File: config.mk
export PLATFORM = sky130hd
export DESIGN_NAME = dirty_page_row_coalescer
export DESIGN_NICKNAME = d
export VERILOG_FILES = /design/src/design/dprc_pkg.sv /design/src/design/dprc_fifo.sv /design/src/design/dprc_front.sv /design/src/design/dprc_div.sv /design/src/design/dprc_back.sv /design/src/design/dirty_page_row_coalescer.sv
export SDC_FILE = /design/constraint.sdc
export NUM_CORES = 1
export LEC_CHECK = 0
export ABC_AREA = 0
export BUFFER_PORTS_ARGS = -buffer_cell sky130_fd_sc_hd__buf_2
export CORE_UTILIZATION = 60
export DETAILED_ROUTE_END_ITERATION = 12
export PLACE_DENSITY_LB_ADDON = 0.1
export SETUP_SLACK_MARGIN = 0.02
export SLEW_MARGIN = 25
export SYNTH_ARGS = -nofsm -noshare
export SYNTH_HDL_FRONTEND = slang
export SYNTH_SLANG_ARGS = --single-unit
File: constraint.sdc
create_clock -name clock -period 13.9 [get_ports clock]
set_input_delay 2.78 -clock clock [delete_from_list [all_inputs] [get_ports clock]]
set_output_delay 2.78 -clock clock [all_outputs]
set_load 0.01 [all_outputs]
File: src/design/dprc_pkg.sv
// ----------------------------------------------------------------------------
// dprc_pkg
// Shared types and constants for the dirty page row coalescer.
// ----------------------------------------------------------------------------
package dprc_pkg;

   // Default tuning values for the top level parameters
   localparam int PAGE_BYTES_DEF     = 4096;
   localparam int MERGE_GAP_ROWS_DEF = 3;
   localparam int MAX_ROWS_DEF       = 4096;

   // Bitmap word geometry
   localparam int WORD_BITS  = 32;
   localparam int BIT_IDX_W  = $clog2(WORD_BITS);
   localparam int WORD_IDX_W = 16;
   localparam int PAGE_W     = WORD_IDX_W + BIT_IDX_W;

   // Row and register widths
   localparam int STRIDE_W   = 15;
   localparam int ROW_W      = 13;
   localparam int START_W    = 12;
   localparam int QUOT_W     = 13;
   localparam int CSR_IDX_W  = 2;
   localparam int CSR_DATA_W = 15;

   // Register reset values
   localparam logic [STRIDE_W-1:0] STRIDE_RST  = 15'd2560;
   localparam logic [ROW_W-1:0]    ROWS_RST    = 13'd480;
   localparam logic [ROW_W-1:0]    COLUMNS_RST = 13'd640;

   // Request queue between front and back
   localparam int Q_DEPTH = 2;
   localparam int Q_PTR_W = $clog2(Q_DEPTH);
   localparam int Q_CNT_W = $clog2(Q_DEPTH + 1);

   // Register map
   typedef enum logic [CSR_IDX_W-1:0] {
      CSR_LINE_STRIDE    = 2'd0,
      CSR_SCREEN_ROWS    = 2'd1,
      CSR_SCREEN_COLUMNS = 2'd2
   } csr_index_type;

   // One queued request: the bitmap word and its position in the scan
   typedef struct packed {
      logic [WORD_BITS-1:0]  dirty_word;
      logic                  last_word;
      logic [WORD_IDX_W-1:0] word_index;
   } req_entry_type;

   // Divider status toward the back end
   typedef struct packed {
      logic busy;
      logic done;
   } div_stat_type;

   // Back end sequencer
   typedef enum logic [2:0] {
      BK_IDLE,
      BK_SCAN,
      BK_MUL,
      BK_START,
      BK_DIVW,
      BK_MERGE,
      BK_WEND,
      BK_FINAL
   } back_state_type;

endpackage

File: src/design/dprc_fifo.sv
// ----------------------------------------------------------------------------
// dprc_fifo
// Short request queue that decouples the front end from the back end.
// ----------------------------------------------------------------------------
module dprc_fifo
   import dprc_pkg::*;
(
   input  logic          clock,
   input  logic          reset,
   input  logic          push,
   input  req_entry_type push_data,
   input  logic          pop,
   output req_entry_type head,
   output logic          empty,
   output logic          full
);

   req_entry_type        slot_ff [Q_DEPTH];
   logic [Q_PTR_W-1:0]   wr_ptr_ff, wr_ptr_in;
   logic [Q_PTR_W-1:0]   rd_ptr_ff, rd_ptr_in;
   logic [Q_CNT_W-1:0]   count_ff, count_in;
   logic                 do_push, do_pop;

   assign empty   = (count_ff == '0);
   assign full    = (count_ff == Q_CNT_W'(Q_DEPTH));
   assign do_push = push && !full;
   assign do_pop  = pop && !empty;
   assign head    = slot_ff[rd_ptr_ff];

   // Pointer and fill count update
   always_comb begin
      wr_ptr_in = wr_ptr_ff;
      rd_ptr_in = rd_ptr_ff;
      count_in  = count_ff;
      if (do_push) begin
         wr_ptr_in = (wr_ptr_ff == Q_PTR_W'(Q_DEPTH - 1)) ? '0 : wr_ptr_ff + 1'b1;
      end
      if (do_pop) begin
         rd_ptr_in = (rd_ptr_ff == Q_PTR_W'(Q_DEPTH - 1)) ? '0 : rd_ptr_ff + 1'b1;
      end
      if (do_push && !do_pop) begin
         count_in = count_ff + 1'b1;
      end else if (do_pop && !do_push) begin
         count_in = count_ff - 1'b1;
      end
   end

   always_ff @(posedge clock) begin
      if (reset) begin
         wr_ptr_ff <= '0;
         rd_ptr_ff <= '0;
         count_ff  <= '0;
      end else begin
         wr_ptr_ff <= wr_ptr_in;
         rd_ptr_ff <= rd_ptr_in;
         count_ff  <= count_in;
      end
   end

   // Entry storage
   always_ff @(posedge clock) begin
      if (do_push) begin
         slot_ff[wr_ptr_ff] <= push_data;
      end
   end

   // Assertions
   a_count_range: assert property (@(posedge clock) disable iff (reset)
      count_ff <= Q_CNT_W'(Q_DEPTH))
      else $error("queue count beyond depth");

   a_ptr_track: assert property (@(posedge clock) disable iff (reset)
      (count_ff == '0) || (count_ff == Q_CNT_W'(Q_DEPTH)) |-> (wr_ptr_ff == rd_ptr_ff))
      else $error("queue pointers out of step with count");

   a_pop_nonempty: assert property (@(posedge clock) disable iff (reset)
      do_pop && !do_push |=> (count_ff == $past(count_ff) - 1'b1))
      else $error("queue count lost a pop");

endmodule

File: src/design/dprc_front.sv
// ----------------------------------------------------------------------------
// dprc_front
// Request acceptance: tags each bitmap word with its index in the scan and
// hands it to the queue.
// ----------------------------------------------------------------------------
module dprc_front
   import dprc_pkg::*;
(
   input  logic                 clock,
   input  logic                 reset,
   input  logic                 req_valid,
   output logic                 req_ready,
   input  logic [WORD_BITS-1:0] req_dirty_word,
   input  logic                 req_last_word,
   input  logic                 q_full,
   output logic                 q_push,
   output req_entry_type        q_data
);

   logic [WORD_IDX_W-1:0] word_idx_ff, word_idx_in;

   assign req_ready = !q_full;
   assign q_push    = req_valid && !q_full;

   always_comb begin
      q_data.dirty_word = req_dirty_word;
      q_data.last_word  = req_last_word;
      q_data.word_index = word_idx_ff;
   end

   // Word index: restarts after the last word of a scan, wraps otherwise
   always_comb begin
      word_idx_in = word_idx_ff;
      if (q_push) begin
         word_idx_in = req_last_word ? '0 : word_idx_ff + 1'b1;
      end
   end

   always_ff @(posedge clock) begin
      if (reset) begin
         word_idx_ff <= '0;
      end else begin
         word_idx_ff <= word_idx_in;
      end
   end

   // Assertions
   a_idx_clear: assert property (@(posedge clock) disable iff (reset)
      q_push && req_last_word |=> (word_idx_ff == '0))
      else $error("word index not cleared after last word");

   a_idx_hold: assert property (@(posedge clock) disable iff (reset)
      !q_push |=> $stable(word_idx_ff))
      else $error("word index moved without a request");

   a_idx_step: assert property (@(posedge clock) disable iff (reset)
      q_push && !req_last_word |=> (word_idx_ff == $past(word_idx_ff) + 1'b1))
      else $error("word index did not advance");

endmodule

File: src/design/dprc_div.sv
// ----------------------------------------------------------------------------
// dprc_div
// Dual restoring divider: divides two byte offsets by the line stride, one
// quotient bit per cycle. Quotients saturate to all ones when they do not
// fit, which is always beyond any visible row.
// ----------------------------------------------------------------------------
module dprc_div
   import dprc_pkg::*;
#(
   parameter int DIVIDEND_W = 34
) (
   input  logic                  clock,
   input  logic                  reset,
   input  logic                  start,
   input  logic [DIVIDEND_W-1:0] dividend_a,
   input  logic [DIVIDEND_W-1:0] dividend_b,
   input  logic [STRIDE_W-1:0]   divisor,
   output div_stat_type          stat,
   output logic [QUOT_W-1:0]     quot_a,
   output logic [QUOT_W-1:0]     quot_b
);

   localparam int HI_W  = DIVIDEND_W - QUOT_W;
   localparam int REM_W = STRIDE_W + 1;
   localparam int CNT_W = $clog2(QUOT_W + 1);

   logic                busy_ff, done_ff;
   logic [CNT_W-1:0]    cnt_ff;
   logic [STRIDE_W-1:0] rem_a_ff, rem_b_ff;
   logic [QUOT_W-1:0]   low_a_ff, low_b_ff;
   logic [QUOT_W-1:0]   q_a_ff, q_b_ff;
   logic                sat_a_ff, sat_b_ff;

   logic                sat_a_in, sat_b_in;
   logic [REM_W-1:0]    sh_a, sh_b;
   logic                ge_a, ge_b;
   logic [REM_W-1:0]    diff_a, diff_b;

   // Overflow check: quotient needs more than QUOT_W bits
   assign sat_a_in = dividend_a[DIVIDEND_W-1:QUOT_W] >= HI_W'(divisor);
   assign sat_b_in = dividend_b[DIVIDEND_W-1:QUOT_W] >= HI_W'(divisor);

   // One restoring step on each dividend
   assign sh_a   = {rem_a_ff, low_a_ff[QUOT_W-1]};
   assign sh_b   = {rem_b_ff, low_b_ff[QUOT_W-1]};
   assign ge_a   = sh_a >= REM_W'(divisor);
   assign ge_b   = sh_b >= REM_W'(divisor);
   assign diff_a = ge_a ? sh_a - REM_W'(divisor) : sh_a;
   assign diff_b = ge_b ? sh_b - REM_W'(divisor) : sh_b;

   assign stat.busy = busy_ff;
   assign stat.done = done_ff;
   assign quot_a    = sat_a_ff ? '1 : q_a_ff;
   assign quot_b    = sat_b_ff ? '1 : q_b_ff;

   // Step counter and status
   always_ff @(posedge clock) begin
      if (reset) begin
         busy_ff <= 1'b0;
         done_ff <= 1'b0;
         cnt_ff  <= '0;
      end else begin
         done_ff <= 1'b0;
         if (start) begin
            busy_ff <= 1'b1;
            cnt_ff  <= CNT_W'(QUOT_W);
         end else if (busy_ff) begin
            cnt_ff <= cnt_ff - 1'b1;
            if (cnt_ff == CNT_W'(1)) begin
               busy_ff <= 1'b0;
               done_ff <= 1'b1;
            end
         end
      end
   end

   // Remainders and quotient bits
   always_ff @(posedge clock) begin
      if (start) begin
         rem_a_ff <= dividend_a[QUOT_W +: STRIDE_W];
         rem_b_ff <= dividend_b[QUOT_W +: STRIDE_W];
         low_a_ff <= dividend_a[QUOT_W-1:0];
         low_b_ff <= dividend_b[QUOT_W-1:0];
         sat_a_ff <= sat_a_in;
         sat_b_ff <= sat_b_in;
         q_a_ff   <= '0;
         q_b_ff   <= '0;
      end else if (busy_ff) begin
         rem_a_ff <= diff_a[STRIDE_W-1:0];
         rem_b_ff <= diff_b[STRIDE_W-1:0];
         low_a_ff <= {low_a_ff[QUOT_W-2:0], 1'b0};
         low_b_ff <= {low_b_ff[QUOT_W-2:0], 1'b0};
         q_a_ff   <= {q_a_ff[QUOT_W-2:0], ge_a};
         q_b_ff   <= {q_b_ff[QUOT_W-2:0], ge_b};
      end
   end

   // Assertions
   a_done_pulse: assert property (@(posedge clock) disable iff (reset)
      done_ff |=> !done_ff)
      else $error("divider done held longer than one cycle");

   a_done_after_busy: assert property (@(posedge clock) disable iff (reset)
      done_ff |-> $past(busy_ff))
      else $error("divider done without a running division");

   a_no_overlap: assert property (@(posedge clock) disable iff (reset)
      !(busy_ff && done_ff))
      else $error("divider busy and done together");

endmodule

File: src/design/dprc_back.sv
// ----------------------------------------------------------------------------
// dprc_back
// Back end: walks the set bits of a queued word, maps each page to a row
// span through the divider, merges spans into the open region and emits
// update rectangles through a one-deep hold stage and the output register.
// ----------------------------------------------------------------------------
module dprc_back
   import dprc_pkg::*;
#(
   parameter int PAGE_BYTES     = PAGE_BYTES_DEF,
   parameter int MERGE_GAP_ROWS = MERGE_GAP_ROWS_DEF,
   parameter int MAX_ROWS       = MAX_ROWS_DEF
) (
   input  logic                clock,
   input  logic                reset,
   input  logic                q_empty,
   input  req_entry_type       q_head,
   output logic                q_pop,
   input  logic [STRIDE_W-1:0] line_stride,
   input  logic [ROW_W-1:0]    screen_rows,
   output logic                rsp_valid,
   input  logic                rsp_ready,
   output logic [START_W-1:0]  rsp_row_start,
   output logic [ROW_W-1:0]    rsp_row_count,
   output logic                rsp_last_of_run
);

   localparam int DIVIDEND_W = PAGE_W + $clog2(PAGE_BYTES + 1);
   localparam int SPAN_W     = ROW_W + 1;

   back_state_type state_ff, state_in;

   // Current word
   logic [WORD_BITS-1:0]  word_ff;
   logic                  last_ff;
   logic [WORD_IDX_W-1:0] widx_ff;
   logic [BIT_IDX_W-1:0]  bit_ff;

   // Page byte offset
   logic [DIVIDEND_W-1:0] byte_lo_ff;
   logic [DIVIDEND_W-1:0] byte_hi;
   logic [PAGE_W-1:0]     page_num;

   // Open region, held rectangle, output register
   logic [ROW_W-1:0]      region_first_ff, region_end_ff;
   logic                  pend_valid_ff;
   logic [ROW_W-1:0]      pend_first_ff, pend_end_ff;
   logic                  rsp_valid_ff;
   logic [START_W-1:0]    row_start_ff;
   logic [ROW_W-1:0]      row_count_ff;
   logic                  last_run_ff;

   // Divider
   div_stat_type          div_stat;
   logic                  div_start;
   logic [STRIDE_W-1:0]   stride_eff;
   logic [QUOT_W-1:0]     quot_a, quot_b;

   // Span math
   logic [ROW_W-1:0]      rows_eff;
   logic [ROW_W-1:0]      new_y0, new_y1;
   logic [SPAN_W-1:0]     y1_raw;
   logic                  page_ok, region_empty, can_merge;
   logic                  bit_hit, bit_last, out_free;
   logic                  need_flush, wend_flush;
   logic                  stall_merge, stall_wend, stall_final;

   // Sequencer strobes
   logic                  scan_adv, mul_go, merge_go, wend_go, final_go;
   logic                  flush_now, out_load;

   assign stride_eff = (line_stride == '0) ? STRIDE_W'(1) : line_stride;
   assign rows_eff   = (screen_rows > ROW_W'(MAX_ROWS)) ? ROW_W'(MAX_ROWS) : screen_rows;

   assign page_num = {widx_ff, bit_ff};
   assign byte_hi  = byte_lo_ff + DIVIDEND_W'(PAGE_BYTES - 1);

   dprc_div #(
      .DIVIDEND_W(DIVIDEND_W)
   ) u_div (
      .clock     (clock),
      .reset     (reset),
      .start     (div_start),
      .dividend_a(byte_lo_ff),
      .dividend_b(byte_hi),
      .divisor   (stride_eff),
      .stat      (div_stat),
      .quot_a    (quot_a),
      .quot_b    (quot_b)
   );

   // Row span of the page, end clamped to the screen
   assign new_y0  = quot_a;
   assign y1_raw  = SPAN_W'(quot_b) + 1'b1;
   assign new_y1  = (y1_raw > SPAN_W'(rows_eff)) ? rows_eff : y1_raw[ROW_W-1:0];
   assign page_ok = new_y0 < rows_eff;

   assign region_empty = (region_first_ff == region_end_ff);
   assign can_merge    = SPAN_W'(new_y0) <= SPAN_W'(region_end_ff) + SPAN_W'(MERGE_GAP_ROWS);

   assign bit_hit  = word_ff[bit_ff];
   assign bit_last = (bit_ff == BIT_IDX_W'(WORD_BITS - 1));
   assign out_free = !rsp_valid_ff || rsp_ready;

   // Held rectangle can only move on when the output register is free
   assign need_flush  = page_ok && !region_empty && !can_merge;
   assign wend_flush  = last_ff && !region_empty;
   assign stall_merge = need_flush && pend_valid_ff && !out_free;
   assign stall_wend  = wend_flush && pend_valid_ff && !out_free;
   assign stall_final = pend_valid_ff && !out_free;

   // Next state
   always_comb begin
      state_in = state_ff;
      case (state_ff)
         BK_IDLE: begin
            if (!q_empty) state_in = BK_SCAN;
         end
         BK_SCAN: begin
            if (bit_hit) state_in = BK_MUL;
            else if (bit_last) state_in = BK_WEND;
         end
         BK_MUL: state_in = BK_START;
         BK_START: state_in = BK_DIVW;
         BK_DIVW: begin
            if (div_stat.done) state_in = BK_MERGE;
         end
         BK_MERGE: begin
            if (!stall_merge) state_in = bit_last ? BK_WEND : BK_SCAN;
         end
         BK_WEND: begin
            if (!stall_wend) state_in = BK_FINAL;
         end
         BK_FINAL: begin
            if (!stall_final) state_in = BK_IDLE;
         end
         default: state_in = BK_IDLE;
      endcase
   end

   // Sequencer outputs
   always_comb begin
      q_pop     = 1'b0;
      scan_adv  = 1'b0;
      mul_go    = 1'b0;
      div_start = 1'b0;
      merge_go  = 1'b0;
      wend_go   = 1'b0;
      final_go  = 1'b0;
      case (state_ff)
         BK_IDLE:  q_pop     = !q_empty;
         BK_SCAN:  scan_adv  = !bit_hit && !bit_last;
         BK_MUL:   mul_go    = 1'b1;
         BK_START: div_start = 1'b1;
         BK_MERGE: merge_go  = !stall_merge;
         BK_WEND:  wend_go   = !stall_wend;
         BK_FINAL: final_go  = !stall_final;
         default: begin
         end
      endcase
   end

   assign flush_now = (merge_go && need_flush) || (wend_go && wend_flush);
   assign out_load  = (flush_now || final_go) && pend_valid_ff;

   // Control state
   always_ff @(posedge clock) begin
      if (reset) begin
         state_ff        <= BK_IDLE;
         region_first_ff <= '0;
         region_end_ff   <= '0;
         pend_valid_ff   <= 1'b0;
         rsp_valid_ff    <= 1'b0;
      end else begin
         state_ff <= state_in;

         // Open region
         if (merge_go && page_ok) begin
            if (region_empty || !can_merge) begin
               region_first_ff <= new_y0;
               region_end_ff   <= new_y1;
            end else begin
               if (new_y0 < region_first_ff) region_first_ff <= new_y0;
               if (new_y1 > region_end_ff) region_end_ff <= new_y1;
            end
         end else if (wend_go && last_ff) begin
            region_first_ff <= '0;
            region_end_ff   <= '0;
         end

         // Held rectangle
         if (flush_now) begin
            pend_valid_ff <= 1'b1;
         end else if (final_go) begin
            pend_valid_ff <= 1'b0;
         end

         // Output register
         if (out_load) begin
            rsp_valid_ff <= 1'b1;
         end else if (rsp_ready) begin
            rsp_valid_ff <= 1'b0;
         end
      end
   end

   // Payload registers
   always_ff @(posedge clock) begin
      if (q_pop) begin
         word_ff <= q_head.dirty_word;
         last_ff <= q_head.last_word;
         widx_ff <= q_head.word_index;
         bit_ff  <= '0;
      end else if (scan_adv || (merge_go && !bit_last)) begin
         bit_ff <= bit_ff + 1'b1;
      end
      if (mul_go) begin
         byte_lo_ff <= DIVIDEND_W'(page_num) * DIVIDEND_W'(PAGE_BYTES);
      end
      if (flush_now) begin
         pend_first_ff <= region_first_ff;
         pend_end_ff   <= region_end_ff;
      end
      if (out_load) begin
         row_start_ff <= pend_first_ff[START_W-1:0];
         row_count_ff <= pend_end_ff - pend_first_ff;
         last_run_ff  <= final_go;
      end
   end

   assign rsp_valid       = rsp_valid_ff;
   assign rsp_row_start   = row_start_ff;
   assign rsp_row_count   = row_count_ff;
   assign rsp_last_of_run = last_run_ff;

   // Assertions
   a_region_order: assert property (@(posedge clock) disable iff (reset)
      region_first_ff <= region_end_ff)
      else $error("open region ends before it starts");

   a_count_nonzero: assert property (@(posedge clock) disable iff (reset)
      rsp_valid_ff |-> (row_count_ff != '0))
      else $error("empty rectangle on output");

   a_idle_no_pend: assert property (@(posedge clock) disable iff (reset)
      (state_ff == BK_IDLE) |-> !pend_valid_ff)
      else $error("held rectangle left behind after a word");

   a_div_done_wait: assert property (@(posedge clock) disable iff (reset)
      div_stat.done |-> (state_ff == BK_DIVW))
      else $error("divider finished outside its wait state");

   a_last_clears: assert property (@(posedge clock) disable iff (reset)
      (state_ff == BK_FINAL) && last_ff |-> (region_first_ff == '0) && (region_end_ff == '0))
      else $error("region not cleared at end of scan");

endmodule

File: src/design/dirty_page_row_coalescer.sv
// ----------------------------------------------------------------------------
// dirty_page_row_coalescer
// Turns a frame buffer page dirty bitmap into coalesced full-width update
// rectangles, one 32-bit bitmap word per request.
// ----------------------------------------------------------------------------
// Throughput is set by the scan of the word, one bit per cycle while no set
// bit holds it, and by the 13-step shared divider that maps each page to
// rows; a stalled response channel holds the back end as well. A two-entry
// queue lets new requests in while a word is being worked.
// Reset (synchronous, active high) clears the queue, word index, region and
// output; stride, rows and columns return to 2560, 480 and 640.
module dirty_page_row_coalescer
   import dprc_pkg::*;
#(
   parameter int PAGE_BYTES     = PAGE_BYTES_DEF,
   parameter int MERGE_GAP_ROWS = MERGE_GAP_ROWS_DEF,
   parameter int MAX_ROWS       = MAX_ROWS_DEF
) (
   input  logic                  clock,
   input  logic                  reset,
   // Request channel
   input  logic                  req_valid,
   output logic                  req_ready,
   input  logic [WORD_BITS-1:0]  req_dirty_word,
   input  logic                  req_last_word,
   // Response channel
   output logic                  rsp_valid,
   input  logic                  rsp_ready,
   output logic [START_W-1:0]    rsp_row_start,
   output logic [ROW_W-1:0]      rsp_row_count,
   output logic [ROW_W-1:0]      rsp_rect_width,
   output logic                  rsp_last_of_run,
   // Register write port
   input  logic                  csr_write_enable,
   input  logic [CSR_IDX_W-1:0]  csr_index,
   input  logic [CSR_DATA_W-1:0] csr_write_data
);

   logic [STRIDE_W-1:0] stride_ff;
   logic [ROW_W-1:0]    rows_ff;
   logic [ROW_W-1:0]    columns_ff;

   logic                q_push, q_pop, q_empty, q_full;
   req_entry_type       q_data, q_head;

   // Configuration registers
   always_ff @(posedge clock) begin
      if (reset) begin
         stride_ff  <= STRIDE_RST;
         rows_ff    <= ROWS_RST;
         columns_ff <= COLUMNS_RST;
      end else if (csr_write_enable) begin
         case (csr_index)
            CSR_LINE_STRIDE:    stride_ff  <= csr_write_data;
            CSR_SCREEN_ROWS:    rows_ff    <= csr_write_data[ROW_W-1:0];
            CSR_SCREEN_COLUMNS: columns_ff <= csr_write_data[ROW_W-1:0];
            default: begin
            end
         endcase
      end
   end

   assign rsp_rect_width = columns_ff;

   dprc_front u_front (
      .clock         (clock),
      .reset         (reset),
      .req_valid     (req_valid),
      .req_ready     (req_ready),
      .req_dirty_word(req_dirty_word),
      .req_last_word (req_last_word),
      .q_full        (q_full),
      .q_push        (q_push),
      .q_data        (q_data)
   );

   dprc_fifo u_fifo (
      .clock    (clock),
      .reset    (reset),
      .push     (q_push),
      .push_data(q_data),
      .pop      (q_pop),
      .head     (q_head),
      .empty    (q_empty),
      .full     (q_full)
   );

   dprc_back #(
      .PAGE_BYTES    (PAGE_BYTES),
      .MERGE_GAP_ROWS(MERGE_GAP_ROWS),
      .MAX_ROWS      (MAX_ROWS)
   ) u_back (
      .clock          (clock),
      .reset          (reset),
      .q_empty        (q_empty),
      .q_head         (q_head),
      .q_pop          (q_pop),
      .line_stride    (stride_ff),
      .screen_rows    (rows_ff),
      .rsp_valid      (rsp_valid),
      .rsp_ready      (rsp_ready),
      .rsp_row_start  (rsp_row_start),
      .rsp_row_count  (rsp_row_count),
      .rsp_last_of_run(rsp_last_of_run)
   );

endmodule

==> impl_results.md, run 1 <==
* Status: finished clean
* Slowest cell delay on critical path at 930 ps
* Syn-to-layout area delta at 11.7%
* Area share of the largest cell type after synthesis at 0.409
* Top-count cell post-synth: edfxtp_1
* CP Launch Type: flop
* Most frequent cells after synthesis: 266 x edfxtp_1, 172 x nand2_1, 162 x a21oi_1, 129 x dfxtp_1, 128 x ha_1
* Worst Setup SP: u_back.u_div.sat_b_ff
* Power density over the cells at 158 nW/um^2
* Cell Area, Synth at 19,500 um^2
* Worst-path fanout max at 16
* Worst slew pin tran at 1030 ps
* Reg2Reg Launch Point: u_back.u_div.sat_b_ff
* Clock power share at 0.335
* CP arrival at 6390 ps
* Synth Net Count at 1,926
* Worst EP required at 14,340 ps
* Clock slew at reported path FFs at 60 ps
* Max_slew headroom at 0.305
* Hold-fix buffers at CTS at 0
* Post-synth ARST share at 0
* R2R Setup Slk at 7950 ps
* Worst Skew at 25.9 ps
* Switching fraction of total power at 0.282
* First-pass GRT wire length at 68,400 um
* Die height at 182 um
* Fin crit share at 0.428
* GRT Total Usage at 0.263
* Cell Chain, Critical Path: or2_2 > ha_1 > a311oi_1 > a21oi_1 > ha_1 > nand4_1 > a221o_1 > o211a_1 > o41ai_2 > a22o_1 > ha_1 > and3_1 > o21ai_0 > a31oi_1 > nor4_1 > o211ai_1 > a21oi_1 > buf_4 > mux2_2
* Seq/Total Area, Yosys at 0.542
* CTS max path bufs at 3
* H-tree Lvls at 2
* Number of port buffers at 95
* Synth unique cells at 77
* Synth Register Bits at 395
* Max VDD drop at 132 uV
* Post-synth top flop: edfxtp_1
* Root Driver: clkbuf_16
* Final WS setup at 7950 ps
* Number of remaining DRC errors at 0
* Switch Pwr at 0.000968 W
* CTS tree: built
* Layout cells sized above 1 at 0.147
* R2R Path End: u_back.region_end_ff[2]
* Internal cell power at 0.00247 W
* Number of max-cap violations at 0
* Post-cts repair resize count at 0
* Routability cong. at 0.875
* Gr ovfl total at 0
* Filler instances at 2,394
* Fmax at 168 MHz
* 1st-iter DRT viols at 1,047
* Yosys warns at 0
* Final hold slack at 412 ps
* Initial antenna violation count at 1
* Crit path capture: u_back.region_end_ff[2]
* Initial core utilization at 0.614
* Core Region at 31,800 um^2
* Final setup fails at 0
* Nets at 2,015
* Die area at 33,200 um^2
* CTS Buf Count at 43
* Leak pwr at 8.26 nW
* Flop pwr share at 0.462
* Syn_area_per_cell at 11.2 um^2
* Skew-Pair Late Insertion Delay at 570 ps
* DRT Pass-1 Iters at 5
* Die W at 182 um
* Drt wl/cell at 18.7 um
* Vias in the first global route at 12,900
* Via density per instance at 5.86
* Post-Route WL at 42,900 um
* Num rows at 65
* Number of flops mapped to enable cells by yosys at 266
* CP Capture Type: flop
* Unrepaired setup endpoints after global routing: false
* TNS Setup at 0 ps
* Post-CTS Setup Bufs at 0
* Pins Over Slew Limit at 0
* DPL Wire Length at 30,700 um
* Crit Path Class: reg2reg
* Syn Inst Count at 1,740
* CP max stage cell: o41ai_2
* Combinational share of power at 0.203
* Via count at 13,500
* Top cell type by total area after synthesis: edfxtp_1
* Final Hold Viols at 0
* Clock Sinks at 395
* Worst min path class: reg2reg
* Synth area leaders: edfxtp_1 41%, dfxtp_1 13%, ha_1 8.2%
* Final min period at 5950 ps
* Antenna Cells at 0
* Reg2Reg Depth at 19
* Critical path's most frequent cell: ha_1
* Final ANT Viol Nets at 0
* # IOs at 96
* Largest net degree at the start of global routing at 66
* Worst slack at placement at 8030 ps
[logic make-up (layout without fill, tap and decap cells)]
logic type,Yosys count,after routing,share of synthesized area
adder cells (fa/ha/maj),131,131,0.0852
AND/OR/NAND/NOR,518,518,0.126
multiplexers,111,111,0.0673
buffers and inverters,162,284,0.0339
flip-flops,395,395,0.542
AO/OA/AOI/OAI,352,352,0.114
XOR/XNOR,71,71,0.0319
[critical path, delay by kind of cell (launching register included)]
family | cells | cell delay [ps]
AO/OA/AOI/OAI | 10 | 2730
AND/OR/NAND/NOR | 4 | 1000
adder cells (fa/ha/maj) | 3 | 940
flip-flops | 1 | 570
multiplexers | 1 | 360
buffers and inverters | 1 | 250
[worst min path at each step]
stage | from | endpoint | slack (ps) | cells after the start
after floorplan | u_back.widx_ff[0] | u_back.byte_lo_ff[17] | 400 | 0
after global placement | u_back.widx_ff[14] | u_back.byte_lo_ff[31] | 400 | 0
after detailed placement | u_back.widx_ff[12] | u_back.byte_lo_ff[29] | 400 | 0
after CTS | u_back.widx_ff[4] | u_back.byte_lo_ff[21] | 420 | 0
after global routing | u_back.widx_ff[9] | u_back.byte_lo_ff[26] | 420 | 0
final | u_back.widx_ff[4] | u_back.byte_lo_ff[21] | 410 | 0
[power by group through the flow]
stage               clock network [W]  registers, W  logic [W]
finish                        0.00115       0.00159   0.000698
global route                  0.00122       0.00161   0.000773
CTS                           0.00117       0.00159   0.000697
detailed placement                  0       0.00161   0.000693
global placement                    0       0.00161   0.000677
floorplan                           0       0.00156   0.000564
[per-stage QoR]
step	cells	total power (W)	instance area [um^2]	util
global placement	2219	0.00228	20400	0.640
global route	2297	0.00360	21800	0.685
floorplan	1740	0.00213	19500	-
detailed placement	2219	0.00231	20400	0.641
CTS	2297	0.00346	21800	0.685
finish	2297	0.00344	21800	0.685
[flip-flops by register name, indices dropped and copies added, names as in the netlist, 15 cells and up]
signal and flops:
u_front.word_idx_ff 16, u_back.byte_lo_ff 21, stride_ff 15, u_back.word_ff 32, u_back.widx_ff 16, u_fifo.slot_ff 98, u_back.u_div.rem_a_ff 15, u_back.u_div.rem_b_ff 15
[layout make-up]
class,count,area [um^2],share of cell area
Sequential cell,395,10600,0.485
Multi-Input combinational cell,1183,8320,0.382
Clock buffer,56,1160,0.0532
Timing Repair Buffer,106,558,0.0256
Tap cell,435,544,0.0250
Inverter,100,377,0.0173
Clock inverter,22,267,0.0122
[routing by layer]
| layer | global-route usage | part of all wire | up-vias |
|---|---|---|---|
| met5 | 0 | 0 | - |
| met4 | 0.0797 | 0.024 | 0 |
| met3 | 0.0475 | 0.069 | 67 |
| met2 | 0.402 | 0.44 | 429 |
| met1 | 0.382 | 0.47 | 6427 |
| li1 | - | - | 6532 |
[placed cells by master, fill, tap and decap left out, types with 9 or more instances in the layout]
cell,count
nor4_1,13
nand2b_1,25
xor2_1,23
nand3_1,45
o31ai_1,9
ha_1,128
nor2b_1,20
o211ai_1,11
o2bb2ai_1,13
or3_1,14
nand4_1,22
edfxtp_1,266
a31oi_1,9
buf_4,11
mux2_2,62
and3_1,21
nand2_1,172
a21oi_1,161
dfxtp_1,128
o21ai_0,52
clkbuf_1,9
a22o_1,10
xnor2_1,48
mux2i_1,40
or2_2,10
nor2_1,125
o21a_1,12
buf_2,95
nor3_1,20
a21o_1,15
inv_1,97
clkbuf_16,43
Power figures use the tool's default switching activity.
==> run 2: changes to the inputs <==
- ABC_AREA: 0 -> 1
- clock period: 13.9 -> 5.5 ns (I/O delays scaled with it)
==> run 2 against run 1 <==
Area after synthesis is 1.3% higher. Maximum frequency is 24% higher. Count of clock-buffer cells in the layout is 2 lower. Via count is 9.3% higher. Utilization is 0.66 points lower. Worst hold slack better by 5.7 ps. Global-route usage is 0.13 points lower. Clock skew is 14 ps lower. Register-to-register slack worse by 7300 ps. Routed wire length is 1.4% higher. First-iteration DRC count is 3.8% higher.
==> impl_results.md, run 2 <==
* Status: finished clean
* Pins Over Slew Limit at 0 (unchanged)
* CTS tree: built
* Top cell type by total area after synthesis: edfxtp_1
* Final Hold Viols at 0 (unchanged)
* CP max stage cell: edfxtp_1
* Synth area leaders: edfxtp_1 40%, dfxtp_1 13%, nand2_1 8.4%
* First-pass GRT wire length at 69,300 um (+1.4%)
* Max FFs per register at 98 (unchanged)
* Number of max-cap violations at 0 (unchanged)
* Via density per instance at 5.51 (-6.0%)
* Worst EP required at 5890 ps (-8450 ps)
* Most frequent cells in the layout: 442 x nand2_1, 266 x edfxtp_1, 224 x inv_1
* Leak pwr at 9.26 nW (+12%)
* Syn-to-layout area delta at 11.5%
* Worst Skew at 11.8 ps (-14.1 ps)
* Max_slew headroom at 0.368 (+0.0634)
* # IOs at 96 (unchanged)
* Via count at 14,700 (+9.3%)
* Yosys warns at 0 (unchanged)
* Max VDD drop at 307 uV (+130%)
* Post-synth ARST share at 0 (unchanged)
* Routability cong. at 0.940 (+7.4%)
* Final setup fails at 0 (unchanged)
* Synth Net Count at 2,295 (+19%)
* DRT Pass-1 Iters at 9 (+4)
* Most frequent cells after synthesis: 442 x nand2_1, 266 x edfxtp_1, 225 x inv_1, 190 x nor2_1, 139 x a21oi_1
* Seq/Total Area, Yosys at 0.535 (-0.00689)
* Initial core utilization at 0.609 (-0.00462)
* Core Region at 32,500 um^2 (+2.1%)
* Die W at 183 um (+0.63%)
* Crit Path Class: reg2reg
* Synth Register Bits at 395 (unchanged)
* Nets at 2,385 (+18%)
* Hold-fix buffers at CTS at 0 (unchanged)
* Gr ovfl total at 0 (unchanged)
* Num rows at 66 (+1.5%)
* Cell Area, Synth at 19,800 um^2 (+1.3%)
* Die area at 33,700 um^2 (+1.3%)
* Synth unique cells at 60 (-22%)
* CTS max path bufs at 3 (unchanged)
* Vias in the first global route at 13,800 (+6.8%)
* Top Registers: u_fifo.slot_ff: 98 flops, u_back.word_ff: 32 flops, u_back.byte_lo_ff: 21 flops
* Post-route design area at 22,000 um^2 (+1.1%)
* Fmax at 208 MHz (+24%)
* Placed Area at 20,600 um^2 (+1.3%)
* CP Capture Type: flop
* Syn Inst Count at 2,109 (+21%)
* Final min period at 4810 ps (-1140 ps)
* Biggest register: u_fifo.slot_ff
* Die height at 183 um (+0.63%)
* Number of flops mapped to enable cells by yosys at 266 (unchanged)
* H-tree Lvls at 2 (unchanged)
* TNS Setup at 0 ps (unchanged)
* 1st-iter DRT viols at 1,087 (+3.8%)
* Slowest cell delay on critical path at 440 ps (-490 ps)
* DPL Wire Length at 31,400 um (+2.2%)
* Clock Sinks at 395 (unchanged)
* Number of port buffers at 95 (unchanged)
* Fin crit share at 0.875 (+0.447)
* Final cell count without fillers at 2,672 (+16%)
* Skew-Pair Late Insertion Delay at 550 ps (-20 ps)
* Worst-path fanout max at 13 (-3)
* CP arrival at 5200 ps (-1190 ps)
* Syn_area_per_cell at 9.37 um^2 (-16%)
* Commonest non-fill, non-tap cell in the layout: nand2_1
* Clock slew at reported path FFs at 60 ps (about the same)
* GRT Total Usage at 0.261 (-0.00127)
* Top-count cell post-synth: nand2_1
* Root Driver: clkbuf_16
* Initial antenna violation count at 0 (-1)
* Post-Route WL at 43,500 um (+1.4%)
* Worst min path class: reg2reg
* CTS Buf Count at 41 (-4.7%)
* CP Launch Type: flop
* Post-synth top flop: edfxtp_1
* Layout cells sized above 1 at 0.114 (-0.0323)
* # placed instances at 2,597 (+17%)
* Filler instances at 2,591 (+8.2%)
* Unrepaired setup endpoints after global routing: false
* Area share of the largest cell type after synthesis at 0.404 (-0.00521)
* Final ANT Viol Nets at 0 (unchanged)
* Number of remaining DRC errors at 0 (unchanged)
* Antenna Cells at 0 (unchanged)
* Power density over the cells at 409 nW/um^2 (+160%)
* Critical path's most frequent cell: nand2_1
* R2R Setup Slk at 690 ps (-7260 ps)
* Worst slew pin tran at 947 ps (-84.9 ps)
* Drt wl/cell at 16.3 um (-13%)
* Largest net degree at the start of global routing at 55 (-17%)
run 2: cell count changes after synthesis, moves of 23 or more:
cell      previous run  this run
xor2_1              23        50
inv_1               98       225
nor2_1             125       190
nand2b_1            26         0
xnor2_1             48        14
mux2_2              62         0
o21ai_0             52       138
nand3_1             46       108
mux2i_1             40         0
nand2_1            172       442
a21oi_1            162       139
run 2: logic make-up after synthesis:
group           Yosys count  synth area share
buf+inv                 296            0.0591
xor+xnor                 64            0.0284
fa+ha+maj               131            0.0841
compound gates          362             0.104
simple gates            861             0.190
flops                   395             0.535
run 2: cell type report:
type | count | area, um^2 | area share
multi-input cells | 1418 | 8050 | 0.365
clock buffers | 54 | 1180 | 0.0534
clock inverters | 20 | 206 | 0.00937
well taps | 442 | 553 | 0.0251
flip-flops and latches | 395 | 10600 | 0.480
repair buffers | 112 | 603 | 0.0274
inverters | 231 | 871 | 0.0395
run 2: per-layer routing:
| metal | global-route usage | share of wire | up-vias |
|---|---|---|---|
| li1 | - | - | 7336 |
| met1 | 0.360 | 0.45 | 6870 |
| met2 | 0.435 | 0.47 | 430 |
| met3 | 0.0353 | 0.060 | 76 |
| met4 | 0.0700 | 0.022 | 0 |
| met5 | 0 | 0 | - |
run 2: repair_timing:
item	4_1_cts	5_1_grt
resized for setup	0	1
setup endpoints to repair	0	13
setup buffers	0	1
run 2: critical path: cells and delay by family (launching register included):
kind                       cells  cell delay (ps)
xor gates and xnor gates       1              230
AOI/OAI and AO/OA              6              950
adders and majority gates      3              760
buffers and inverters          3              280
and+or+nand+nor               16             2010
DFF                            1              440
run 2: where the power goes:
group | leakage (nW) | internal (W) | switching, W
combinational | 5.08 | 0.000698 | 0.00144
sequential | 3.50 | 0.00382 | 0.000243
clock | 0.678 | 0.00170 | 0.00112
total | 9.26 | 0.00621 | 0.00281
run 2: stage by stage:
step | util | setup slack, ps | power (W) | hold WS (ps)
after detailed placement | 0.636 | 394 | 0.00624 | 405
after global placement | 0.636 | 560 | 0.00617 | 401
after floorplan | - | 1460 | 0.00564 | 400
after global routing | 0.679 | 200 | 0.00952 | 423
after CTS | 0.678 | 360 | 0.00907 | 419
final | 0.679 | 685 | 0.00902 | 418
run 2: final timing paths:
check        cells after the start                       to             startpoint
min                              0    u_back.byte_lo_ff[32]     u_back.widx_ff[15]
max reg2reg                     29  u_back.region_end_ff[2]  u_back.u_div.sat_b_ff
min reg2reg                      0    u_back.byte_lo_ff[32]     u_back.widx_ff[15]
max                             29  u_back.region_end_ff[2]  u_back.u_div.sat_b_ff
